<file path="src/design/swum_pkg.sv">
// shared types and constants of the sliding window usage meter
`default_nettype none

package swum_pkg;

    localparam int CNT_W        = 16;
    localparam int SUM_W        = 20;
    localparam int CAP_W        = 21;
    localparam int TOT_W        = SUM_W + 1;
    localparam int PCT_W        = 7;
    localparam int DIVIDEND_W   = SUM_W + PCT_W;
    localparam int PCT_STEPS    = 7;
    localparam int PCT_CNT_W    = $clog2(PCT_STEPS);
    localparam int BIT_CNT_W    = $clog2(SUM_W);

    localparam logic [CAP_W-1:0] CAP_RESET = CAP_W'(65536);
    localparam logic [PCT_W-1:0] PCT_FULL  = PCT_W'(100);

    typedef enum logic
    {
        ACT_ADD   = 1'b0,
        ACT_CLEAR = 1'b1
    } action_t;

    typedef struct packed
    {
        logic [CNT_W-1:0] a;
        logic [CNT_W-1:0] b;
        logic [CNT_W-1:0] c;
        logic [CNT_W-1:0] d;
        logic [CNT_W-1:0] ticks;
    } sample_t;

    typedef struct packed
    {
        logic load;
        logic clear;
        logic shift;
    } lane_ctl_t;

    typedef enum logic [2:0]
    {
        ST_IDLE,
        ST_READ,
        ST_LOAD,
        ST_SHIFT,
        ST_START,
        ST_DIV,
        ST_DONE
    } state_t;

endpackage

`default_nettype wire

</file>
<file path="src/design/sliding_window_usage_meter_unit.sv">
// sliding window usage meter: ring of samples, serial window sums, percentages
//
//  channel   direction  handshake              contents
//  in        sink       in_valid / in_ready    action, count_a..count_d, tick_count
//  out       source     out_valid / out_ready  percents, usages, excess flags, window_ticks
//  cfg       sink       cfg_wr_en              capacity (cfg_wr_data)
//
// each transaction passes in order through a ring read, a load, the bit-serial sum update,
// a divider start, the quotient steps, the registered done flag and the load into the
// output register. a new transaction is accepted only in the idle state after that load,
// so the unit never takes a new transaction before it is through with the last one.
// reset empties the ring (per-slot valid bits) and zeroes the sums; capacity is 65536.
// a stalled output holds the following result in the final state until it drains.
`default_nettype none

module sliding_window_usage_meter_unit
    import swum_pkg::*;
#(
    parameter int WINDOW_DEPTH = 16
)
(
    input  wire logic             clk,
    input  wire logic             rst_n,
    input  wire logic             in_valid,
    output logic                  in_ready,
    input  wire logic             action,
    input  wire logic [CNT_W-1:0] count_a,
    input  wire logic [CNT_W-1:0] count_b,
    input  wire logic [CNT_W-1:0] count_c,
    input  wire logic [CNT_W-1:0] count_d,
    input  wire logic [CNT_W-1:0] tick_count,
    output logic                  out_valid,
    input  wire logic             out_ready,
    output logic [PCT_W-1:0]      lower_percent,
    output logic [PCT_W-1:0]      upper_percent,
    output logic [CAP_W-1:0]      lower_usage,
    output logic [CAP_W-1:0]      upper_usage,
    output logic                  lower_excess,
    output logic                  upper_excess,
    output logic [SUM_W-1:0]      window_ticks,
    input  wire logic             cfg_wr_en,
    input  wire logic [CAP_W-1:0] cfg_wr_data
);

    localparam int PTR_W = $clog2(WINDOW_DEPTH);

    state_t                  state_reg;
    state_t                  state_next;
    logic [PTR_W-1:0]        pos_reg;
    logic [PTR_W-1:0]        pos_inc;
    logic [PTR_W-1:0]        slot_reg;
    logic [WINDOW_DEPTH-1:0] valid_reg;
    logic                    old_valid_reg;
    action_t                 act_reg;
    sample_t                 fresh_reg;
    sample_t                 rd_reg;
    sample_t                 old_word;
    sample_t                 ring_mem [WINDOW_DEPTH];
    logic [CAP_W-1:0]        capacity_reg;
    logic [BIT_CNT_W-1:0]    bit_cnt_reg;

    logic [SUM_W-1:0]        tot_lo_reg;
    logic [SUM_W-1:0]        tot_hi_reg;
    logic                    tot_lo_c_reg;
    logic                    tot_hi_c_reg;
    logic [TOT_W-1:0]        total_lo;
    logic [TOT_W-1:0]        total_hi;

    logic                    in_accept;
    logic                    mem_re;
    logic                    mem_we;
    logic                    div_start;
    logic                    out_load;
    lane_ctl_t               lctl;

    logic                    bit_a;
    logic                    bit_b;
    logic                    bit_c;
    logic                    bit_d;
    logic [SUM_W-1:0]        sum_a;
    logic [SUM_W-1:0]        sum_b;
    logic [SUM_W-1:0]        sum_c;
    logic [SUM_W-1:0]        sum_d;
    logic [SUM_W-1:0]        sum_ticks;
    logic                    lo_done;
    logic                    hi_done;
    logic [PCT_W-1:0]        lo_pct;
    logic [PCT_W-1:0]        hi_pct;

    logic                    out_valid_reg;
    logic [PCT_W-1:0]        lower_percent_reg;
    logic [PCT_W-1:0]        upper_percent_reg;
    logic [CAP_W-1:0]        lower_usage_reg;
    logic [CAP_W-1:0]        upper_usage_reg;
    logic                    lower_excess_reg;
    logic                    upper_excess_reg;
    logic [SUM_W-1:0]        window_ticks_reg;

    assign in_accept = in_valid && in_ready;
    assign pos_inc   = (pos_reg == PTR_W'(WINDOW_DEPTH - 1)) ? '0 : pos_reg + 1'b1;
    assign old_word  = old_valid_reg ? rd_reg : '0;
    assign total_lo  = {tot_lo_c_reg, tot_lo_reg};
    assign total_hi  = {tot_hi_c_reg, tot_hi_reg};

    // next state
    always_comb
    begin
        state_next = state_reg;
        case (state_reg)
            ST_IDLE:  if (in_valid) state_next = ST_READ;
            ST_READ:  state_next = ST_LOAD;
            ST_LOAD:  state_next = ST_SHIFT;
            ST_SHIFT: if (bit_cnt_reg == BIT_CNT_W'(SUM_W - 1)) state_next = ST_START;
            ST_START: state_next = ST_DIV;
            ST_DIV:   if (lo_done && hi_done) state_next = ST_DONE;
            ST_DONE:  if (!out_valid_reg || out_ready) state_next = ST_IDLE;
            default:  state_next = ST_IDLE;
        endcase
    end

    // state outputs
    always_comb
    begin
        in_ready   = 1'b0;
        mem_re     = 1'b0;
        mem_we     = 1'b0;
        div_start  = 1'b0;
        out_load   = 1'b0;
        lctl       = '0;
        case (state_reg)
            ST_IDLE:  in_ready = 1'b1;
            ST_READ:  mem_re = 1'b1;
            ST_LOAD:
            begin
                lctl.load  = 1'b1;
                lctl.clear = (act_reg == ACT_CLEAR);
                mem_we     = (act_reg == ACT_ADD);
            end
            ST_SHIFT: lctl.shift = 1'b1;
            ST_START: div_start = 1'b1;
            ST_DIV:   ;
            ST_DONE:  out_load = !out_valid_reg || out_ready;
            default:  ;
        endcase
    end

    always_ff @(posedge clk or negedge rst_n)
    begin
        if (!rst_n)
        begin
            state_reg    <= ST_IDLE;
            pos_reg      <= '0;
            valid_reg    <= '0;
            capacity_reg <= CAP_RESET;
        end
        else
        begin
            state_reg <= state_next;
            if (cfg_wr_en)
                capacity_reg <= cfg_wr_data;
            if (in_accept)
            begin
                if (action == ACT_CLEAR)
                    valid_reg <= '0;
                else
                    pos_reg <= pos_inc;
            end
            if (mem_we)
                valid_reg[slot_reg] <= 1'b1;
        end
    end

    always_ff @(posedge clk)
    begin
        if (in_accept)
        begin
            act_reg         <= action_t'(action);
            slot_reg        <= pos_inc;
            fresh_reg.a     <= count_a;
            fresh_reg.b     <= count_b;
            fresh_reg.c     <= count_c;
            fresh_reg.d     <= count_d;
            fresh_reg.ticks <= tick_count;
        end
        if (mem_re)
            old_valid_reg <= valid_reg[slot_reg] && (act_reg == ACT_ADD);
    end

    // ring storage, read and written on separate cycles
    always_ff @(posedge clk)
    begin
        if (mem_we)
            ring_mem[slot_reg] <= fresh_reg;
        if (mem_re)
            rd_reg <= ring_mem[slot_reg];
    end

    // serial pair totals, fed by the new sum bits of the lanes
    always_ff @(posedge clk)
    begin
        if (lctl.load)
        begin
            bit_cnt_reg  <= '0;
            tot_lo_c_reg <= 1'b0;
            tot_hi_c_reg <= 1'b0;
        end
        else if (lctl.shift)
        begin
            bit_cnt_reg  <= bit_cnt_reg + 1'b1;
            tot_lo_reg   <= {bit_a ^ bit_b ^ tot_lo_c_reg, tot_lo_reg[SUM_W-1:1]};
            tot_lo_c_reg <= (bit_a & bit_b) | (bit_a & tot_lo_c_reg) | (bit_b & tot_lo_c_reg);
            tot_hi_reg   <= {bit_c ^ bit_d ^ tot_hi_c_reg, tot_hi_reg[SUM_W-1:1]};
            tot_hi_c_reg <= (bit_c & bit_d) | (bit_c & tot_hi_c_reg) | (bit_d & tot_hi_c_reg);
        end
    end

    swum_lane u_lane_a
    (
        .clk     (clk),
        .rst_n   (rst_n),
        .ctl     (lctl),
        .fresh   (act_reg == ACT_CLEAR ? '0 : fresh_reg.a),
        .old     (old_word.a),
        .bit_out (bit_a),
        .sum     (sum_a)
    );

    swum_lane u_lane_b
    (
        .clk     (clk),
        .rst_n   (rst_n),
        .ctl     (lctl),
        .fresh   (act_reg == ACT_CLEAR ? '0 : fresh_reg.b),
        .old     (old_word.b),
        .bit_out (bit_b),
        .sum     (sum_b)
    );

    swum_lane u_lane_c
    (
        .clk     (clk),
        .rst_n   (rst_n),
        .ctl     (lctl),
        .fresh   (act_reg == ACT_CLEAR ? '0 : fresh_reg.c),
        .old     (old_word.c),
        .bit_out (bit_c),
        .sum     (sum_c)
    );

    swum_lane u_lane_d
    (
        .clk     (clk),
        .rst_n   (rst_n),
        .ctl     (lctl),
        .fresh   (act_reg == ACT_CLEAR ? '0 : fresh_reg.d),
        .old     (old_word.d),
        .bit_out (bit_d),
        .sum     (sum_d)
    );

    swum_lane u_lane_ticks
    (
        .clk     (clk),
        .rst_n   (rst_n),
        .ctl     (lctl),
        .fresh   (act_reg == ACT_CLEAR ? '0 : fresh_reg.ticks),
        .old     (old_word.ticks),
        .bit_out (),
        .sum     (sum_ticks)
    );

    swum_pct u_pct_lo
    (
        .clk     (clk),
        .rst_n   (rst_n),
        .start   (div_start),
        .first   (sum_a),
        .total   (total_lo),
        .done    (lo_done),
        .percent (lo_pct)
    );

    // runs in lockstep with the lower divider
    swum_pct u_pct_hi
    (
        .clk     (clk),
        .rst_n   (rst_n),
        .start   (div_start),
        .first   (sum_c),
        .total   (total_hi),
        .done    (hi_done),
        .percent (hi_pct)
    );

    always_ff @(posedge clk or negedge rst_n)
    begin
        if (!rst_n)
            out_valid_reg <= 1'b0;
        else if (out_load)
            out_valid_reg <= 1'b1;
        else if (out_ready)
            out_valid_reg <= 1'b0;
    end

    always_ff @(posedge clk)
    begin
        if (out_load)
        begin
            lower_percent_reg <= lo_pct;
            upper_percent_reg <= hi_pct;
            lower_usage_reg   <= (total_lo <= capacity_reg) ? total_lo : capacity_reg;
            upper_usage_reg   <= (total_hi <= capacity_reg) ? total_hi : capacity_reg;
            lower_excess_reg  <= {1'b0, total_lo} > {capacity_reg, 1'b0};
            upper_excess_reg  <= {1'b0, total_hi} > {capacity_reg, 1'b0};
            window_ticks_reg  <= sum_ticks;
        end
    end

    assign out_valid     = out_valid_reg;
    assign lower_percent = lower_percent_reg;
    assign upper_percent = upper_percent_reg;
    assign lower_usage   = lower_usage_reg;
    assign upper_usage   = upper_usage_reg;
    assign lower_excess  = lower_excess_reg;
    assign upper_excess  = upper_excess_reg;
    assign window_ticks  = window_ticks_reg;

endmodule

`default_nettype wire

</file>
<file path="src/design/swum_lane.sv">
// bit-serial running sum: adds the new value and removes the evicted one
`default_nettype none

module swum_lane
    import swum_pkg::*;
(
    input  wire logic             clk,
    input  wire logic             rst_n,
    input  wire lane_ctl_t        ctl,
    input  wire logic [CNT_W-1:0] fresh,
    input  wire logic [CNT_W-1:0] old,
    output logic                  bit_out,
    output logic [SUM_W-1:0]      sum
);

    logic [SUM_W-1:0] sum_reg;
    logic [SUM_W-1:0] fresh_reg;
    logic [SUM_W-1:0] old_reg;
    logic             carry_reg;
    logic             borrow_reg;
    logic             part_bit;
    logic             carry_next;
    logic             borrow_next;

    // sum + fresh, then minus old, one bit per cycle from the lsb
    always_comb
    begin
        part_bit    = sum_reg[0] ^ fresh_reg[0] ^ carry_reg;
        carry_next  = (sum_reg[0] & fresh_reg[0]) | (sum_reg[0] & carry_reg)
                    | (fresh_reg[0] & carry_reg);
        bit_out     = part_bit ^ old_reg[0] ^ borrow_reg;
        borrow_next = (~part_bit & old_reg[0]) | (~(part_bit ^ old_reg[0]) & borrow_reg);
    end

    always_ff @(posedge clk or negedge rst_n)
    begin
        if (!rst_n)
        begin
            sum_reg <= '0;
        end
        else if (ctl.load && ctl.clear)
        begin
            sum_reg <= '0;
        end
        else if (ctl.shift)
        begin
            sum_reg <= {bit_out, sum_reg[SUM_W-1:1]};
        end
    end

    always_ff @(posedge clk)
    begin
        if (ctl.load)
        begin
            fresh_reg  <= {{(SUM_W-CNT_W){1'b0}}, fresh};
            old_reg    <= {{(SUM_W-CNT_W){1'b0}}, old};
            carry_reg  <= 1'b0;
            borrow_reg <= 1'b0;
        end
        else if (ctl.shift)
        begin
            fresh_reg  <= {1'b0, fresh_reg[SUM_W-1:1]};
            old_reg    <= {1'b0, old_reg[SUM_W-1:1]};
            carry_reg  <= carry_next;
            borrow_reg <= borrow_next;
        end
    end

    assign sum = sum_reg;

endmodule

`default_nettype wire

</file>
<file path="src/design/swum_pct.sv">
// restoring divider for first * 100 / total, one quotient bit per cycle
`default_nettype none

module swum_pct
    import swum_pkg::*;
(
    input  wire logic             clk,
    input  wire logic             rst_n,
    input  wire logic             start,
    input  wire logic [SUM_W-1:0] first,
    input  wire logic [TOT_W-1:0] total,
    output logic                  done,
    output logic [PCT_W-1:0]      percent
);

    logic [DIVIDEND_W-1:0] rem_reg;
    logic [DIVIDEND_W-1:0] dsr_reg;
    logic [PCT_W-1:0]      quo_reg;
    logic [PCT_CNT_W-1:0]  cnt_reg;
    logic                  run_reg;
    logic                  done_reg;
    logic                  zero_reg;
    logic [DIVIDEND_W:0]   diff;
    logic [DIVIDEND_W-1:0] first_ext;
    logic                  fits;

    assign first_ext = {{PCT_W{1'b0}}, first};
    assign diff      = {1'b0, rem_reg} - {1'b0, dsr_reg};
    assign fits      = ~diff[DIVIDEND_W];

    always_ff @(posedge clk or negedge rst_n)
    begin
        if (!rst_n)
        begin
            run_reg  <= 1'b0;
            done_reg <= 1'b0;
        end
        else
        begin
            done_reg <= run_reg && (cnt_reg == '0);
            if (start)
                run_reg <= 1'b1;
            else if (run_reg && (cnt_reg == '0))
                run_reg <= 1'b0;
        end
    end

    // quotient never exceeds 100, so seven steps cover it
    always_ff @(posedge clk)
    begin
        if (start)
        begin
            rem_reg  <= (first_ext << 6) + (first_ext << 5) + (first_ext << 2);
            dsr_reg  <= {total, {(PCT_STEPS-1){1'b0}}};
            quo_reg  <= '0;
            cnt_reg  <= PCT_CNT_W'(PCT_STEPS - 1);
            zero_reg <= (total == '0);
        end
        else if (run_reg)
        begin
            if (fits)
                rem_reg <= diff[DIVIDEND_W-1:0];
            quo_reg <= {quo_reg[PCT_W-2:0], fits};
            dsr_reg <= {1'b0, dsr_reg[DIVIDEND_W-1:1]};
            cnt_reg <= cnt_reg - 1'b1;
        end
    end

    assign done    = done_reg;
    assign percent = zero_reg ? PCT_FULL : quo_reg;

endmodule

`default_nettype wire

</file>
<file path="config.mk">
export PLATFORM = sky130hd
export DESIGN_NAME = sliding_window_usage_meter_unit
export DESIGN_NICKNAME = d
export VERILOG_FILES = /design/src/design/swum_pkg.sv /design/src/design/sliding_window_usage_meter_unit.sv /design/src/design/swum_lane.sv /design/src/design/swum_pct.sv
export SDC_FILE = /design/constraint.sdc
export NUM_CORES = 2
export LEC_CHECK = 0
export ABC_AREA = 0
export BUFFER_PORTS_ARGS = -buffer_cell sky130_fd_sc_hd__buf_2
export CAP_MARGIN = 15
export CORE_UTILIZATION = 54
export CTS_BUF_LIST = sky130_fd_sc_hd__clkbuf_4 sky130_fd_sc_hd__clkbuf_8 sky130_fd_sc_hd__clkbuf_16
export CTS_CLUSTER_SIZE = 16
export DETAILED_ROUTE_END_ITERATION = 8
export PLACE_DENSITY = 0.7
export SLEW_MARGIN = 10
export SYNTH_ARGS = -nofsm -noshare
export SYNTH_HDL_FRONTEND = slang
export SYNTH_SLANG_ARGS = --single-unit
</file>
<file path="constraint.sdc">
create_clock -name clk -period 28.5 [get_ports clk]
set_input_delay 1.425 -clock clk [delete_from_list [all_inputs] [get_ports clk]]
set_output_delay 1.425 -clock clk [all_outputs]
set_load 0.005 [all_outputs]
</file>
## After elaboration in Yosys (flattened, before gate mapping)

Memories as Yosys holds them, arrays and structs flattened. A register that Yosys moved wholly into a read port is not among the register bits.
Cells that the tools add are included.

- Register bits: 660
- Bits in writable memories: 1280
- Memories: 1
- Output and inout port bits: 80
- Logic and storage cells: 289
- Bits of input ports: 107

- Mux-type cells: 76
- Add/sub/neg operators: 10
- Reductions and logical operators: 26
- Bitwise logic cells: 90
- Eq/ne operators: 14
- $lt $le $gt $ge: 6

Memories:

| memory | depth | width | read ports | clocked after memory_dff | write ports | RTL line | RTL |
|---|---|---|---|---|---|---|---|
| ring_mem | 16 | 80 | 1 | 1 | 1 | sliding_window_usage_meter_unit.sv:58 | `sample_t ring_mem [WINDOW_DEPTH];` |

Operators by type and width:

| kind | number |
|---|---|
| 2-to-1 mux 16 bit | 28 |
| 2-to-1 mux 27 bit | 10 |
| 2-to-1 mux 20 bit | 10 |
| 2-to-1 mux 80 bit | 1 |
| subtractor 27 x 27 -> 28 bit | 2 |
| adder 26 x 25 -> 27 bit | 2 |
| adder 27 x 22 -> 27 bit | 2 |
| greater-than comparator 21 x 22 -> 1 bit | 2 |
| <= comparator 21 bit | 2 |
| zero test 21 bit | 2 |
| 2-to-1 mux 21 bit | 2 |
| AND 1 bit | 31 |
| bitwise XOR 1 bit | 24 |
| case mux 3 bit (7 select lines) | 1 |
| OR 1 bit | 19 |
| 2-to-1 mux 1 bit | 16 |
| OR 16 bit | 1 |
| NOT 1 bit | 15 |
| nonzero test 2 bit | 7 |
| 2-to-1 mux 3 bit | 4 |
| inequality test 2 bit, second input constant | 6 |
| equality test 3 bit, second input constant | 3 |
| zero test 3 bit | 3 |
| AND reduction 2 bit | 4 |
| 17 further kinds | 25 |

## Depth between registers and ports, before layout

- Word-level depth: 7
- Gate-level depth with buffers: 12
- Mapped depth without buffers: 12

## Hierarchy

Synthesis repeated with hierarchy kept, for this count alone.

- Cell total of the unflattened synthesis: 4624
- Area total of the unflattened synthesis: 85353.1 um^2

Modules (own cells, without submodules):

| module | area an instance (um^2) | times used | seq. area each (um^2) | cells an instance |
|---|---|---|---|---|
| sliding_window_usage_meter_unit | 62233.4 | 1 | 48232.5 | 2735 |
| swum_lane | 2434.8 | 5 | 1501.4 | 149 |
| swum_pct at u_pct_lo | 5477.8 | 1 | 1841.8 | 570 |
| swum_pct at u_pct_hi | 5467.7 | 1 | 1841.8 | 574 |

## Worst setup path after synthesis

No wires, ideal clock.

- Kind: register to register
- Start: register state_reg[1]
- End: memory ring_mem[0][0] (netlist name) (enable)
- Setup time: 0.619 ns
- Path slack: 17.246 ns
- Period minus slack after synthesis: 11.254 ns
- Path buffers: 1
- Cell stages (with the launch flop): 7
- Data required time: 27.881 ns
- Arrival: 10.635 ns
- Path through: dfrtp_1 buf_2 nand2b_1 inv_1 nand2_1 or4_1 nor3_1

- Longest elaborated chain between the ends: 4

Ends and longest elaborated chain:

| item | RTL line | RTL |
|---|---|---|
| from (decl) | sliding_window_usage_meter_unit.sv:47 | `state_t state_reg;` |
| from (signal assigned) | sliding_window_usage_meter_unit.sv:158 | `state_reg <= state_next;` |
| equality test 3 x 2 -> 1 bit | sliding_window_usage_meter_unit.sv:130 | `case (state_reg)` |
| 2-to-1 mux 1 bit | sliding_window_usage_meter_unit.sv:130 |  |
| 2-to-1 mux 1 bit | sliding_window_usage_meter_unit.sv:192 | `if (mem_we)` |
| 2-to-1 mux 1 bit (implied by the code) | sliding_window_usage_meter_unit.sv:193 | `ring_mem[slot_reg] <= fresh_reg;` |
| to (decl) | sliding_window_usage_meter_unit.sv:58 |  |

No other way between the ends.

## Worst setup path after layout

- Start: register state_reg[2]
- End: memory ring_mem[15][29] (netlist name) (enable)

The elaborated chain is that of the path after synthesis.

==> results.toml <==
[status]
run_status = "finished, final reports clean"

[layout]
num-nets-final = 5294
fill_cells = 10808
largest_register_ffs = 1280
layout_common_cells = "edfxtp_1, nand2_1, mux4_2"
drive_gt1_share_pct = 21.4
syn_to_final_growth_pct = 12.1
final_common_cell = "edfxtp_1"
postLayoutCellArea_sq_mm = 0.0931
final_cells = 7145

[power]
power_leakage_nw = 33.2
power_per_cell_area_mw_per_mm2 = 98.0
vdd_drop_max_mv = 0.0797
fin_total_pwr_mw = 9.12

[flow_run]
maxCapViolCount = 0

[timing]
maxSlewHeadroom_pct = 17.7
finClkSkew_ps = 58.3
finalCritPeriodShare_pct = 18.2
slew_viol_final = 0
rsz0062_at_grt = "false"
tns_ps = 0
final_hold_viol_count = 0
finalSetupViolCount = 0
fin_crit_ps = 5180
worst_pin_slew_ps = 1230
max_freq_mhz = 193

[floorplan]
die_h_um = 394
initial_core_util_pct = 54.5
core_area_sq_mm = 0.152
die_w_um = 394
num_io_pins = 187
die_area_sq_mm = 0.155
num_rows = 143

[yosys]
synth_nets = 5056
syn_inst = 4711
synth.yosys.seq_area_share_pct = 71.6
ys.flop_type = "edfxtp_1"
ys_ff_latch = 2020
postSynth.asyncResetShare_pct = 7.38
synth_edf_count = 1822
yosys_warnings = 0
syn_area_sq_mm = 0.0830
avgSynthCellArea_sq_um = 17.6
synth_cell_types = 76

[critical_path]
worstPathArrival_ps = 5580
cp_max_fo = 55
worstSetupStartpointType = "register"
critPathKind = "register to register"
required_ps = 28910
crit_path_end_kind = "register"
r2r_slack_ps = 23320

[grt]
first_global_vias = 43564
grt_usage_pct = 23.3
antenna_found_initial = 1
grt_max_degree = 156
grt_pass1_wl_um = 273000
overflow = 0

[clock_tree]
h-tree-depth = 4
clk_path_buf_depth = 3
cts_sinks = 2020
cts_setup_buffers = 0
cts-buffers-inserted = 200
clk_pin_slew_worst_paths_ps = 60
root_buffer = "clkbuf_16"
clock_latency_ps = 840
cts_resized = 0
cts-hold-fix-buffers = 0
cts_tree = "built"

[route]
initialDrtViolationCount = 3634
wl_um = 180000
first_pass_iters = 7
num_vias = 43084
post_drt_via_cell_ratio = 6.03
drc_errors = 0
routedWlPerCell_um = 25.1
antenna_left = 0

[placement]
place_area_sq_mm = 0.0864
hpwl_um = 101000
gp_congestion = 0.828
post-place-cells = 6776
io_buffers = 186

[hold_path]
hold_class = "register to register"
==> cell usage after synthesis (13+ instances only) <==
cell      instances  area (sq um)
dfrtp_1         148          3700
inv_1           134           503
o21a_1           14           105
o31ai_1          13          97.6
fa_1             48           961
buf_1            18          67.6
nor4_1           13          81.3
nand4_1          23           144
nand2b_1         26           163
ha_1            190          2380
a21o_1           74           556
and3_1           14          87.6
o21ai_0         154           771
mux2_2           44           495
nor2b_1          25           156
a21oi_1         126           631
nand3_1         101           505
dfxtp_1          49           981
a22o_1           93           815
buf_2            41           205
xor2_1           38           333
nor2_1          108           405
edfxtp_1       1822         54700
xnor2_1          37           324
nand3b_1         78           586
mux4_2          405          9120
nor3_1           23           115
clkbuf_1        161           604
nand2_1         515          1930
mux2i_1          29           290
==> layout make-up <==
class	instances	area [sq um]	share of cell area, %
Antenna cell	1	2.50	0.00269
Tap cell	2030	2540	2.73
Sequential cell	2020	59400	63.8
Inverter	136	523	0.562
Clock buffer	262	5600	6.02
Multi-Input combinational cell	2335	22400	24.0
Clock inverter	105	1110	1.19
Timing Repair Buffer	256	1520	1.63
==> worst paths after layout <==
check | start | cells after the start | to
max | state_reg[2] | 8 | ring_mem[15][29]
min | u_pct_hi.cnt_reg[2] | 1 | u_pct_hi.done
max reg2reg | state_reg[2] | 8 | ring_mem[15][29]
min reg2reg | u_pct_hi.cnt_reg[2] | 1 | u_pct_hi.done
max in group asynchronous | rst_n | 2 | u_lane_ticks.sum[6]
min in group asynchronous | rst_n | 1 | capacity_reg[6]
==> per-stage QoR <==
stage          utilization [%]  setup slack [ps]  hold slack (ps)
6_report                  61.1             23320              436
5_1_grt                   61.1             23110              475
3_3_place_gp              56.7             23480              433
4_1_cts                   61.1             23320              441
3_5_place_dp              56.7             23400              443
2_1_floorplan                -             17250              425
==> kinds of logic (layout without fill, tap and decap cells) <==
family	after synthesis	in the layout	synth area share, %
flip-flops	2020	2020	71.6
XOR/XNOR	75	75	0.791
adder cells (fa/ha/maj)	238	238	4.02
buffers and inverters	356	759	1.67
multiplexers	478	478	11.9
AO/OA/AOI/OAI	576	576	4.61
AND/OR/NAND/NOR	968	968	5.39
other	0	1	0
==> report_power, final <==
group | internal, mW | switching, mW
clock | 1.51 | 1.13
sequential | 3.92 | 0.299
combinational | 0.909 | 1.36
total | 6.34 | 2.79
==> metal layers <==
layer / GRT usage (%) / wire length, um / share of wire (%) / vias up
li1: - / - / - / 18975
met1: 32.4 / 74500 / 41 / 22321
met2: 39.0 / 90000 / 50 / 1496
met3: 3.33 / 11300 / 6.3 / 292
met4: 5.88 / 3720 / 2.1 / 0
met5: 0 / 0 / 0 / -
==> worst max-delay path: stages (launching register included) <==
cell,delay [ps]
dfrtp_1,510
nand2b_1,210
buf_4,250
inv_8,230
nand2_4,370
nor2_1,630
nand3_1,430
nor2_4,1070
buf_4,980
No activity file was read; power rests on OpenSTA's default activity.
